### config.mk
export PLATFORM = sky130hd
export DESIGN_NAME = utf8_window_decoder_flat
export DESIGN_NICKNAME = d
export VERILOG_FILES = /design/src/sv/utf8wd_pkg.sv /design/src/sv/utf8wd_in_if.sv /design/src/sv/utf8wd_out_if.sv /design/src/sv/utf8_window_decoder.sv /design/src/sv/utf8wd_lane.sv /design/src/sv/utf8wd_merge.sv /design/src/flat_wrapper.sv
export SDC_FILE = /design/constraint.sdc
export NUM_CORES = 1
export LEC_CHECK = 0
export BUFFER_PORTS_ARGS = -buffer_cell sky130_fd_sc_hd__buf_2
export CORE_ASPECT_RATIO = 1.25
export CORE_MARGIN = 2
export CORE_UTILIZATION = 45
export DETAILED_ROUTE_END_ITERATION = 10
export GPL_TIMING_DRIVEN = 0
export PLACE_DENSITY = 0.77
export SLEW_MARGIN = 0
export SYNTH_ARGS = -nofsm -noshare
export SYNTH_HDL_FRONTEND = slang
export SYNTH_SLANG_ARGS = --single-unit
### constraint.sdc
create_clock -name clk -period 3.9 [get_ports clk]
set_input_delay 0.78 -clock clk [delete_from_list [all_inputs] [get_ports clk]]
set_output_delay 0.78 -clock clk [all_outputs]
set_load 0.02 [all_outputs]
### src/sv/utf8wd_pkg.sv
//------------------------------------------------------------------------------
// utf8wd_pkg
// Types and constants shared by the UTF-8 window decoder modules.
//------------------------------------------------------------------------------
`default_nettype none

package utf8wd_pkg;

	localparam int unsigned LANES    = 4;
	localparam int unsigned BYTE_W   = 8;
	localparam int unsigned WIN_W    = 32;
	localparam int unsigned CP_W     = 21;
	localparam int unsigned LEN_W    = 3;
	localparam int unsigned OFF_W    = 16;

	localparam logic [CP_W-1:0] UNICODE_TOP = 21'h10FFFF;
	localparam logic [CP_W-1:0] SURR_LOW    = 21'h00D800;
	localparam logic [CP_W-1:0] SURR_HIGH   = 21'h00DFFF;
	localparam logic [CP_W-1:0] REPLACEMENT = 21'h00FFFD;
	localparam logic [WIN_W-1:0] SIX_BITS   = 32'h0000003F;

	// Lead and continuation bits that identify each form, one to four bytes.
	localparam logic [WIN_W-1:0] FORM_MASK [LANES] = '{
		32'h80000000, 32'hE0C00000, 32'hF0C0C000, 32'hF8C0C0C0
	};
	localparam logic [WIN_W-1:0] FORM_PATTERN [LANES] = '{
		32'h00000000, 32'hC0800000, 32'hE0808000, 32'hF0808080
	};
	// Smallest legal window of each form; anything below is overlong.
	localparam logic [WIN_W-1:0] FORM_FLOOR [LANES] = '{
		32'h00000000, 32'hC2800000, 32'hE0A08000, 32'hF0908080
	};

	typedef struct packed {
		logic            hit;   // window has this form's bit pattern
		logic            good;  // not overlong and a legal scalar value
		logic [CP_W-1:0] cp;
	} lane_res_t;

endpackage

`default_nettype wire

### src/sv/utf8wd_in_if.sv
//------------------------------------------------------------------------------
// utf8wd_in_if
// Input channel: a four-byte window and the offset of its first byte.
//------------------------------------------------------------------------------
`default_nettype none

interface utf8wd_in_if;
	logic        valid;
	logic        ready;
	logic [7:0]  byte_first;
	logic [7:0]  byte_second;
	logic [7:0]  byte_third;
	logic [7:0]  byte_fourth;
	logic [15:0] start_offset;

	modport source (
		output valid, byte_first, byte_second, byte_third, byte_fourth, start_offset,
		input  ready
	);
	modport sink (
		input  valid, byte_first, byte_second, byte_third, byte_fourth, start_offset,
		output ready
	);
endinterface

`default_nettype wire

### src/sv/utf8wd_out_if.sv
//------------------------------------------------------------------------------
// utf8wd_out_if
// Output channel: one decoded code point per item.
//------------------------------------------------------------------------------
`default_nettype none

interface utf8wd_out_if;
	logic        valid;
	logic        ready;
	logic [20:0] code_point;
	logic [2:0]  consumed_length;
	logic        replaced;
	logic [15:0] next_offset;

	modport source (
		output valid, code_point, consumed_length, replaced, next_offset,
		input  ready
	);
	modport sink (
		input  valid, code_point, consumed_length, replaced, next_offset,
		output ready
	);
endinterface

`default_nettype wire

### src/sv/utf8_window_decoder.sv
//------------------------------------------------------------------------------
// utf8_window_decoder
// Decodes one UTF-8 scalar value from a four-byte window per item.
//------------------------------------------------------------------------------
// The block takes one window per clock cycle while the result channel is not
// stalled, and returns one result per window. Four lanes test the one- to
// four-byte forms side by side and their findings are registered; a merge
// stage then selects the matching form and fills the output register. A zero
// first byte returns code point 0 with length 0; any malformed, overlong,
// surrogate or out-of-range sequence returns U+FFFD with length 1 and the
// replaced flag set. The next offset wraps at 2**OFFSET_BITS, at most 2**16.
`default_nettype none

module utf8_window_decoder
	import utf8wd_pkg::*;
#(
	parameter int unsigned OFFSET_BITS = 16
) (
	input  wire logic     clk,
	input  wire logic     arst_n,
	utf8wd_in_if.sink     window,
	utf8wd_out_if.source  result
);

	logic [BYTE_W-1:0] b1, b2, b3;
	logic [WIN_W-1:0]  win;
	lane_res_t         lane_res [LANES];

	logic              valid_s1;
	lane_res_t         lane_res_s1 [LANES];
	logic              at_end_s1;
	logic [OFF_W-1:0]  offset_s1;

	logic [CP_W-1:0]   m_cp;
	logic [LEN_W-1:0]  m_len;
	logic              m_rep;
	logic [OFF_W-1:0]  m_next;

	logic              valid_q;
	logic [CP_W-1:0]   cp_q;
	logic [LEN_W-1:0]  len_q;
	logic              rep_q;
	logic [OFF_W-1:0]  next_q;

	logic              out_free;

	// Every byte after the first zero byte reads as zero.
	always_comb begin
		b1  = (window.byte_first == '0) ? '0 : window.byte_second;
		b2  = (b1 == '0) ? '0 : window.byte_third;
		b3  = (b2 == '0) ? '0 : window.byte_fourth;
		win = {window.byte_first, b1, b2, b3};
	end

	for (genvar g = 0; g < LANES; g++) begin : g_lane
		utf8wd_lane #(.FORM(g)) u_lane (
			.win (win),
			.res (lane_res[g])
		);
	end

	assign out_free     = !valid_q || result.ready;
	assign window.ready = !valid_s1 || out_free;

	always_ff @(posedge clk or negedge arst_n) begin
		if (!arst_n) begin
			valid_s1 <= 1'b0;
			valid_q  <= 1'b0;
		end else begin
			if (window.ready) begin
				valid_s1 <= window.valid;
			end
			if (out_free) begin
				valid_q <= valid_s1;
			end
		end
	end

	always_ff @(posedge clk) begin
		if (window.ready) begin
			lane_res_s1 <= lane_res;
			at_end_s1   <= (window.byte_first == '0);
			offset_s1   <= window.start_offset;
		end
		if (out_free) begin
			cp_q   <= m_cp;
			len_q  <= m_len;
			rep_q  <= m_rep;
			next_q <= m_next;
		end
	end

	utf8wd_merge #(.OFFSET_BITS(OFFSET_BITS)) u_merge (
		.lanes           (lane_res_s1),
		.at_end          (at_end_s1),
		.start_offset    (offset_s1),
		.code_point      (m_cp),
		.consumed_length (m_len),
		.replaced        (m_rep),
		.next_offset     (m_next)
	);

	assign result.valid           = valid_q;
	assign result.code_point      = cp_q;
	assign result.consumed_length = len_q;
	assign result.replaced        = rep_q;
	assign result.next_offset     = next_q;

endmodule

`default_nettype wire

### src/sv/utf8wd_lane.sv
//------------------------------------------------------------------------------
// utf8wd_lane
// Tries one encoding form on the window: pattern, overlong and range checks,
// and assembly of the code point.
//------------------------------------------------------------------------------
`default_nettype none

module utf8wd_lane
	import utf8wd_pkg::*;
#(
	parameter int unsigned FORM = 0
) (
	input  wire logic [WIN_W-1:0] win,
	output lane_res_t             res
);

	localparam int unsigned SHIFT = (LANES - 1 - FORM) * 6;

	logic [WIN_W-1:0] payload;
	logic [24:0]      packed_bits;
	logic [24:0]      shifted;
	logic [CP_W-1:0]  cp;
	logic             in_range;

	always_comb begin
		payload     = win & ~FORM_MASK[FORM];
		// Drop the two marker bits of every continuation byte.
		packed_bits = 25'(payload & SIX_BITS)
			| 25'((payload & 32'h00003F00) >> 2)
			| 25'((payload & 32'h003F0000) >> 4)
			| 25'((payload & 32'h7F000000) >> 6);
		shifted     = packed_bits >> SHIFT;
		cp          = shifted[CP_W-1:0];
		in_range    = (cp < SURR_LOW) || ((cp > SURR_HIGH) && (cp <= UNICODE_TOP));

		res.hit  = (win & FORM_MASK[FORM]) == FORM_PATTERN[FORM];
		res.good = (win >= FORM_FLOOR[FORM]) && in_range;
		res.cp   = cp;
	end

endmodule

`default_nettype wire

### src/sv/utf8wd_merge.sv
//------------------------------------------------------------------------------
// utf8wd_merge
// Picks the form whose pattern matched, falls back to U+FFFD, returns 0 when
// at_end is set, and works out the consumed length and the next offset.
//------------------------------------------------------------------------------
`default_nettype none

module utf8wd_merge
	import utf8wd_pkg::*;
#(
	parameter int unsigned OFFSET_BITS = 16
) (
	input  wire lane_res_t        lanes [LANES],
	input  wire logic             at_end,
	input  wire logic [OFF_W-1:0] start_offset,
	output logic [CP_W-1:0]       code_point,
	output logic [LEN_W-1:0]      consumed_length,
	output logic                  replaced,
	output logic [OFF_W-1:0]      next_offset
);

	localparam logic [OFF_W-1:0] OFF_MASK = (OFFSET_BITS >= OFF_W) ? '1
		: OFF_W'((64'd1 << OFFSET_BITS) - 64'd1);

	logic             found;
	logic [OFF_W:0]   sum;

	always_comb begin
		found           = 1'b0;
		code_point      = REPLACEMENT;
		consumed_length = LEN_W'(1);
		replaced        = 1'b1;
		for (int k = 0; k < LANES; k++) begin
			if (!found && lanes[k].hit) begin
				found = 1'b1;
				if (lanes[k].good) begin
					code_point      = lanes[k].cp;
					consumed_length = LEN_W'(k + 1);
					replaced        = 1'b0;
				end
			end
		end
		if (at_end) begin
			code_point      = '0;
			consumed_length = '0;
			replaced        = 1'b0;
		end
		sum         = {1'b0, start_offset} + (OFF_W + 1)'(consumed_length);
		next_offset = sum[OFF_W-1:0] & OFF_MASK;
	end

endmodule

`default_nettype wire
### src/flat_wrapper.sv
// flat-port wrapper written by rule: the top's interface ports become plain ports
module utf8_window_decoder_flat import utf8wd_pkg::*;
#(
	parameter int unsigned OFFSET_BITS = 16
)
  (clk, arst_n, window_valid, window_byte_first, window_byte_second, window_byte_third, window_byte_fourth, window_start_offset, window_ready, result_valid, result_code_point, result_consumed_length, result_replaced, result_next_offset, result_ready);
  utf8wd_in_if window_i ();
  utf8wd_out_if result_i ();
  input  wire logic clk;
  input  wire logic arst_n;
  input wire logic [$bits(window_i.valid)-1:0] window_valid;
  input wire logic [$bits(window_i.byte_first)-1:0] window_byte_first;
  input wire logic [$bits(window_i.byte_second)-1:0] window_byte_second;
  input wire logic [$bits(window_i.byte_third)-1:0] window_byte_third;
  input wire logic [$bits(window_i.byte_fourth)-1:0] window_byte_fourth;
  input wire logic [$bits(window_i.start_offset)-1:0] window_start_offset;
  output wire logic [$bits(window_i.ready)-1:0] window_ready;
  output wire logic [$bits(result_i.valid)-1:0] result_valid;
  output wire logic [$bits(result_i.code_point)-1:0] result_code_point;
  output wire logic [$bits(result_i.consumed_length)-1:0] result_consumed_length;
  output wire logic [$bits(result_i.replaced)-1:0] result_replaced;
  output wire logic [$bits(result_i.next_offset)-1:0] result_next_offset;
  input wire logic [$bits(result_i.ready)-1:0] result_ready;
  assign window_i.valid = window_valid;
  assign window_i.byte_first = window_byte_first;
  assign window_i.byte_second = window_byte_second;
  assign window_i.byte_third = window_byte_third;
  assign window_i.byte_fourth = window_byte_fourth;
  assign window_i.start_offset = window_start_offset;
  assign window_ready = window_i.ready;
  assign result_valid = result_i.valid;
  assign result_code_point = result_i.code_point;
  assign result_consumed_length = result_i.consumed_length;
  assign result_replaced = result_i.replaced;
  assign result_next_offset = result_i.next_offset;
  assign result_i.ready = result_ready;
  utf8_window_decoder #(.OFFSET_BITS(OFFSET_BITS)) u_core (.clk(clk), .arst_n(arst_n), .window(window_i), .result(result_i));
endmodule
==> results of run 1 <==
worst max-delay path, delay by kind of cell, from the launching register on:
| family | cells | cell delay [ns] |
|---|---|---|
| AND/OR/NAND/NOR | 4 | 0.89 |
| buffers and inverters | 4 | 0.86 |
| adder cells (fa/ha/maj) | 2 | 0.63 |
| AO/OA/AOI/OAI | 1 | 0.54 |
| flip-flops | 1 | 0.33 |
| XOR/XNOR | 1 | 0.15 |
cell families (layout without fill, tap and decap cells):
group,count (synthesis),after routing
xor gates and xnor gates,14,14
and+or+nand+nor,114,114
AOI/OAI and AO/OA,52,52
DFF,92,92
buffers and inverters,24,137
adders and majority gates,4,4
power breakdown:
part | switching [mW] | total (mW) | internal [mW]
clock network | 0.292 | 0.557 | 0.266
registers | 0.0414 | 1.24 | 1.20
logic | 0.178 | 0.288 | 0.110
total | 0.511 | 2.08 | 1.57
area by class of cell:
cell class,instances,area [um2],area share [%]
Multi-Input combinational cell,184,1180,24.2
Tap cell,120,150,3.07
Inverter,14,52.6,1.07
Clock inverter,2,10.0,0.205
Timing Repair Buffer,97,541,11.1
Buffer,10,38.8,0.793
Sequential cell,92,2750,56.3
Clock buffer,14,163,3.33
layout by cell type, fill, tap and decap left out, types with 9 or more instances in the layout:
| cell type | netlist | layout |
|---|---|---|
| buf_2 | 1 | 95 |
| edfxtp_1 | 90 | 90 |
| nand2_1 | 30 | 30 |
| inv_1 | 14 | 14 |
| nor2_1 | 13 | 13 |
| a21oi_1 | 13 | 13 |
| and2_1 | 12 | 12 |
| clkbuf_8 | 0 | 11 |
| clkbuf_1 | 7 | 10 |
| nor4_1 | 9 | 9 |
| a211oi_1 | 9 | 9 |
| nor3_1 | 9 | 9 |
per-stage QoR:
step	util (%)	total power, mW	setup TNS (ns)	instance area, um2	setup slack (ns)
3_5_place_dp	54.2	1.55	0	4720	0.304
5_1_grt	56.2	2.17	0	4890	0.0704
4_1_cts	56.2	2.10	0	4890	0.296
6_report	56.2	2.08	0	4890	0.263
2_1_floorplan	-	1.42	0	4020	1.00
3_3_place_gp	53.4	1.53	-0.0890	4640	-0.0890
state kept, by name, summed over array words and instances (netlist names):
name	cells
u_core.lane_res_s1	32
u_core.result.code_point	21
u_core.result.next_offset	16
u_core.result.consumed_length	3
u_core.offset_s1	16
u_core.result.replaced	1
u_core.at_end_s1	1
u_core.valid_s1	1
u_core.result.valid	1
per-layer routing:
metal	vias to the layer above	share of wire [%]
li1	1361	-
met1	1288	39
met2	127	51
met3	14	6.9
met4	0	2.6
met5	-	0
worst min-delay path by stage:
stage                                      end  slack [ns]                        start  cells after the start
6_report           u_core.valid_s1$_DFFE_PN0P_        0.21                       arst_n                      1
5_1_grt        u_core.result.valid$_DFFE_PN0P_        0.18                       arst_n                      1
4_1_cts            u_core.valid_s1$_DFFE_PN0P_        0.18                       arst_n                      1
3_5_place_dp   u_core.result.valid$_DFFE_PN0P_        0.47  u_core.valid_s1$_DFFE_PN0P_                      1
3_3_place_gp   u_core.result.valid$_DFFE_PN0P_        0.45  u_core.valid_s1$_DFFE_PN0P_                      1
2_1_floorplan  u_core.result.valid$_DFFE_PN0P_        0.44  u_core.valid_s1$_DFFE_PN0P_                      1
==> flow_summary.ini, run 1 <==
[timing]
max_slew.worst_pin.slew_ns = 0.950
min_period_ns = 3.64
setup_viol_count_final = 0
hold_viol_final = 0
min_period_over_period_pct = 93.2
fin_skew_ns = 0.0136
slew_headroom_pct = 36.5
slew_viol_final = 0
rsz0062_at_grt = false
timing.hold.ws_ns = 0.207
max_freq_ghz = 0.275

[synthesis]
synth-compound-area-share_pct = 8.99
synthMuxAreaShare_pct = 0
syn_nets = 356
avgSynthCellArea_um2 = 13.4
ys_warn_count = 0
synthCells = 300
ys_seq_area_share_pct = 68.4
synth_top_area_share_pct = 67.2
syn_area_mm2 = 0.00402
synth-seq-cells = 92
yosys.area_share.simple_pct = 15.8
ys_top_cells_by_area = edfxtp_1, nand2_1, and2_1, a211oi_1, a21oi_1
synthTopCellsByCount = edfxtp_1, nand2_1, inv_1
synth_cell_type_count = 48
synth_top_family_by_area = simple AND/OR/NAND/NOR gates
synth_edf_count = 90
ys.flop_type = edfxtp_1
synth_largest_area_cell = edfxtp_1
synth_adder_area_share_pct = 1.43
async_flop_share_pct = 2.17
synth.most_common_cell = edfxtp_1
synthXorXnorAreaFrac_pct = 3.05

[grt]
grtUsageMet1_pct = 19.9
use_met2_pct = 30.3
first_global_vias = 2770
grt_max_degree = 24
top_usage_layer = met2
grt_pass1_wl_um = 12700
antenna_found_initial = 0
track_usage_pct = 17.6
use_met3_pct = 4.43
overflow = 0

[final_layout]
drive_gt1_share_pct = 30.8
nets = 464
stdcell_count = 533
syn_to_final_growth_pct = 21.5
final.fill_count = 733
antennaDiodeCount = 0

[setup_path]
regToRegStartpoint = u_core.lane_res_s1[68]$_DFFE_PP_
worst-path-max-fanout = 10
critPathCapture = u_core.result.next_offset[14]$_DFFE_PP_
worstReg2RegEnd = u_core.result.next_offset[14]$_DFFE_PP_
critPathKind = flip-flop to flip-flop
crit_path_end_kind = flip-flop
r2r_slack_ns = 0.26
worstPathRequired_ns = 4.00
crit_top_cell = clkbuf_1
critPathMaxStageDelay_ns = 0.54
startpoint = u_core.lane_res_s1[68]$_DFFE_PP_
critPathArrivalTime_ns = 3.74
worstSetupStartpointType = flip-flop
rr_worst_depth = 12
cp_slowest_cell = a211oi_1
worstPathCellList = clkbuf_1 -> nor4_1 -> clkbuf_1 -> buf_2 -> nor3_1 -> ha_1 -> inv_1 -> fa_1 -> nand2b_1 -> a211oi_1 -> nand3_1 -> xnor2_1

[status]
outcome = complete, no violations

[floorplan]
dieWidth_um = 88.6
rows = 38
die_area_mm2 = 0.00972
start_util_pct = 46.2
dieHeight_um = 110
core_area_mm2 = 0.00870
ioPinCount = 95

[route]
routed_wl_um = 8180
num_vias = 2790
ant_nets = 0
routed_via_density = 5.23
initialDrtViolationCount = 126
drc = 0
wl_per_cell_um = 15.3
firstDrtPassIters = 4

[flow_run]
maxCapViolCount = 0

[clocking]
cts-root-buf = clkbuf_8
h-tree-depth = 3
clock_path_buffers = 2
cts_buffers = 9
cts_tree = done
clk_pin_slew_ns = 0.08
numClockSinks = 92
ctsResizeCount = 0
hold_buffers = 0
clk_latency_ns = 0.35
cts_setup_buffers = 0

[placement]
port_buffers = 94
dpl.hpwl_um = 6360
placed_cells = 517
routabilityCongestion = 0.874

[power_and_ir_drop]
powerDensity_mw_per_mm2 = 426
max-vdd-ir-drop_uv = 152
power.leakage_nw = 1.94

[hold_path]
hp-class = input port to async pin
(Power assumes the default switching activity.)
==> inputs of run 2 (changes only) <==
--- a/config.mk
+++ b/config.mk
@@ -8,10 +8,10 @@
 export BUFFER_PORTS_ARGS = -buffer_cell sky130_fd_sc_hd__buf_2
 export CORE_ASPECT_RATIO = 1.25
 export CORE_MARGIN = 2
-export CORE_UTILIZATION = 45
+export CORE_UTILIZATION = 53
 export DETAILED_ROUTE_END_ITERATION = 10
 export GPL_TIMING_DRIVEN = 0
-export PLACE_DENSITY = 0.77
+export PLACE_DENSITY = 0.87
 export SLEW_MARGIN = 0
 export SYNTH_ARGS = -nofsm -noshare
 export SYNTH_HDL_FRONTEND = slang
==> run 2 against run 1 <==
  * Total power increased by 6.7%
  * Via count increased by 2.1%
  * Sequential cell count unchanged
  * First-iteration DRC count increased by 47%
  * Clock skew increased by 0.0017 ns
  * Combinational power decreased by 2%
  * Largest cell class unchanged
  * Register-to-register slack improved by 0.02 ns
  * Cell area decreased by 0.18%
==> flow_summary.ini, run 2 (synthesis results as in run 1) <==
[status]
outcome = complete, no violations

[setup_path]
critPathTopFamily = simple AND/OR/NAND/NOR gates
worst-path-max-fanout = 10
worstReg2RegEnd = u_core.result.next_offset[14]$_DFFE_PP_
r2r_slack_ns = 0.28
critPathKind = flip-flop to flip-flop
cp_num_cells = 12
worstPathRequired_ns = 4.02
worstPathCellList = clkbuf_1 -> nor4_1 -> clkbuf_1 -> buf_2 -> nor3_1 -> ha_1 -> inv_1 -> fa_1 -> nand2b_1 -> a211oi_1 -> nand3_1 -> xnor2_1
cp_num_buf_inv = 4
worstSetupStartpointType = flip-flop
crit_top_cell = clkbuf_1
critPathMaxStageDelay_ns = 0.51
cp_slowest_cell = a211oi_1
rr_worst_depth = 12
regToRegStartpoint = u_core.lane_res_s1[68]$_DFFE_PP_
crit_path_end_kind = flip-flop
critPathArrivalTime_ns = 3.74
startpoint = u_core.lane_res_s1[68]$_DFFE_PP_

[timing]
rsz0062_at_grt = false
slew_headroom_pct = 36.2
setup_viol_count_final = 0
hold_viol_final = 0
fin_skew_ns = 0.0153
max_freq_ghz = 0.276
fin_setup_tns_ns = 0
min_period_over_period_pct = 92.7
min_period_ns = 3.62
slew_viol_final = 0
max_slew.worst_pin.slew_ns = 0.956

[final_layout]
nets = 463
largest_reg_flops = 32
drive_gt1_share_pct = 31.3
syn_to_final_growth_pct = 21.3
top_register = u_core.lane_res_s1
antennaDiodeCount = 0
layout_commonest_cell = buf_2
layout_common_cells = buf_2, edfxtp_1, nand2_1
stdcell_count = 504

[grt]
track_usage_pct = 20.6
grt_pass1_wl_um = 12600
grt_max_degree = 43
first_global_vias = 2727
overflow = 0
antenna_found_initial = 0

[power_and_ir_drop]
powerDensity_mw_per_mm2 = 455
power.leakage_nw = 1.94
max-vdd-ir-drop_uv = 245

[placement]
port_buffers = 94
placed_cells = 488
dpl.hpwl_um = 6310
routabilityCongestion = 0.887

[clocking]
hold_buffers = 0
clock_path_buffers = 2
numClockSinks = 92
cts_buffers = 9
h-tree-depth = 3
cts_tree = done
clk_pin_slew_ns = 0.10
cts_setup_buffers = 0
clk_latency_ns = 0.36
ctsResizeCount = 0
cts-root-buf = clkbuf_8

[floorplan]
start_util_pct = 54.7
core_area_mm2 = 0.00736
dieWidth_um = 81.9
dieHeight_um = 101
rows = 35
die_area_mm2 = 0.00831
ioPinCount = 95

[route]
drc = 0
ant_nets = 0
firstDrtPassIters = 5
routed_via_density = 5.65
num_vias = 2848
routed_wl_um = 8110
wl_per_cell_um = 16.1
initialDrtViolationCount = 185

[flow_run]
maxCapViolCount = 0

[hold_path]
hp-class = input port to async pin
## run 2: cell count changes in the layout (fill, tap and decap cells not counted)
| cell | before | now |
|---|---|---|
| clkinvlp_4 | 0 | 1 |
| clkbuf_1 | 10 | 7 |
| buf_16 | 2 | 1 |
| inv_6 | 0 | 4 |
| clkinv_2 | 2 | 0 |
| clkbuf_8 | 11 | 9 |
| bufinv_16 | 0 | 2 |
## run 2: power by group
part	switching, mW	internal (mW)
registers	0.0424	1.20
logic	0.177	0.106
clock network	0.330	0.370
total	0.550	1.67
## run 2: final cells by class
cell class,instances,area [um2]
Tap cell,92,115
Timing Repair Buffer,96,513
Clock inverter,7,103
Inverter,14,52.6
Fill cell,542,2480
Clock buffer,9,124
Multi-Input combinational cell,184,1180
Sequential cell,92,2750
Buffer,10,38.8
## run 2: stage by stage
step           cell area [um2]  power [mW]  hold slack, ns  utilization [%]  setup slack (ns)
2_1_floorplan             4020        1.42           0.435                -              1.00
3_3_place_gp              4610        1.53           0.448             62.6            0.0468
4_1_cts                   4880        2.24           0.188             66.3             0.261
5_1_grt                   4880        2.32           0.182             66.3            0.0214
3_5_place_dp              4650        1.55           0.486             63.2             0.274
6_report                  4880        2.22           0.202             66.3             0.283
## run 2: layer usage
layer  GRT usage [%]  wire length [um]
met1            23.4              3060
met2            36.6              4320
met3            4.28               527
met4            9.74               209
met5               0                 0
## run 2: worst register-to-register path, cell delays in order, from the launching register on
cell      delay [ns]
edfxtp_1        0.33
clkbuf_1        0.30
nor4_1          0.16
clkbuf_1        0.25
buf_2           0.25
nor3_1          0.39
ha_1            0.25
inv_1           0.06
fa_1            0.39
nand2b_1        0.19
a211oi_1        0.51
nand3_1         0.17
xnor2_1         0.15
## run 2: how the worst max path moves through the flow
stage and to:
3_5_place_dp u_core.result.next_offset[12]$_DFFE_PP_, 4_1_cts u_core.result.next_offset[12]$_DFFE_PP_, 3_3_place_gp window_ready, 2_1_floorplan u_core.result.next_offset[12]$_DFFE_PP_, 6_report u_core.result.next_offset[14]$_DFFE_PP_, 5_1_grt u_core.result.next_offset[12]$_DFFE_PP_
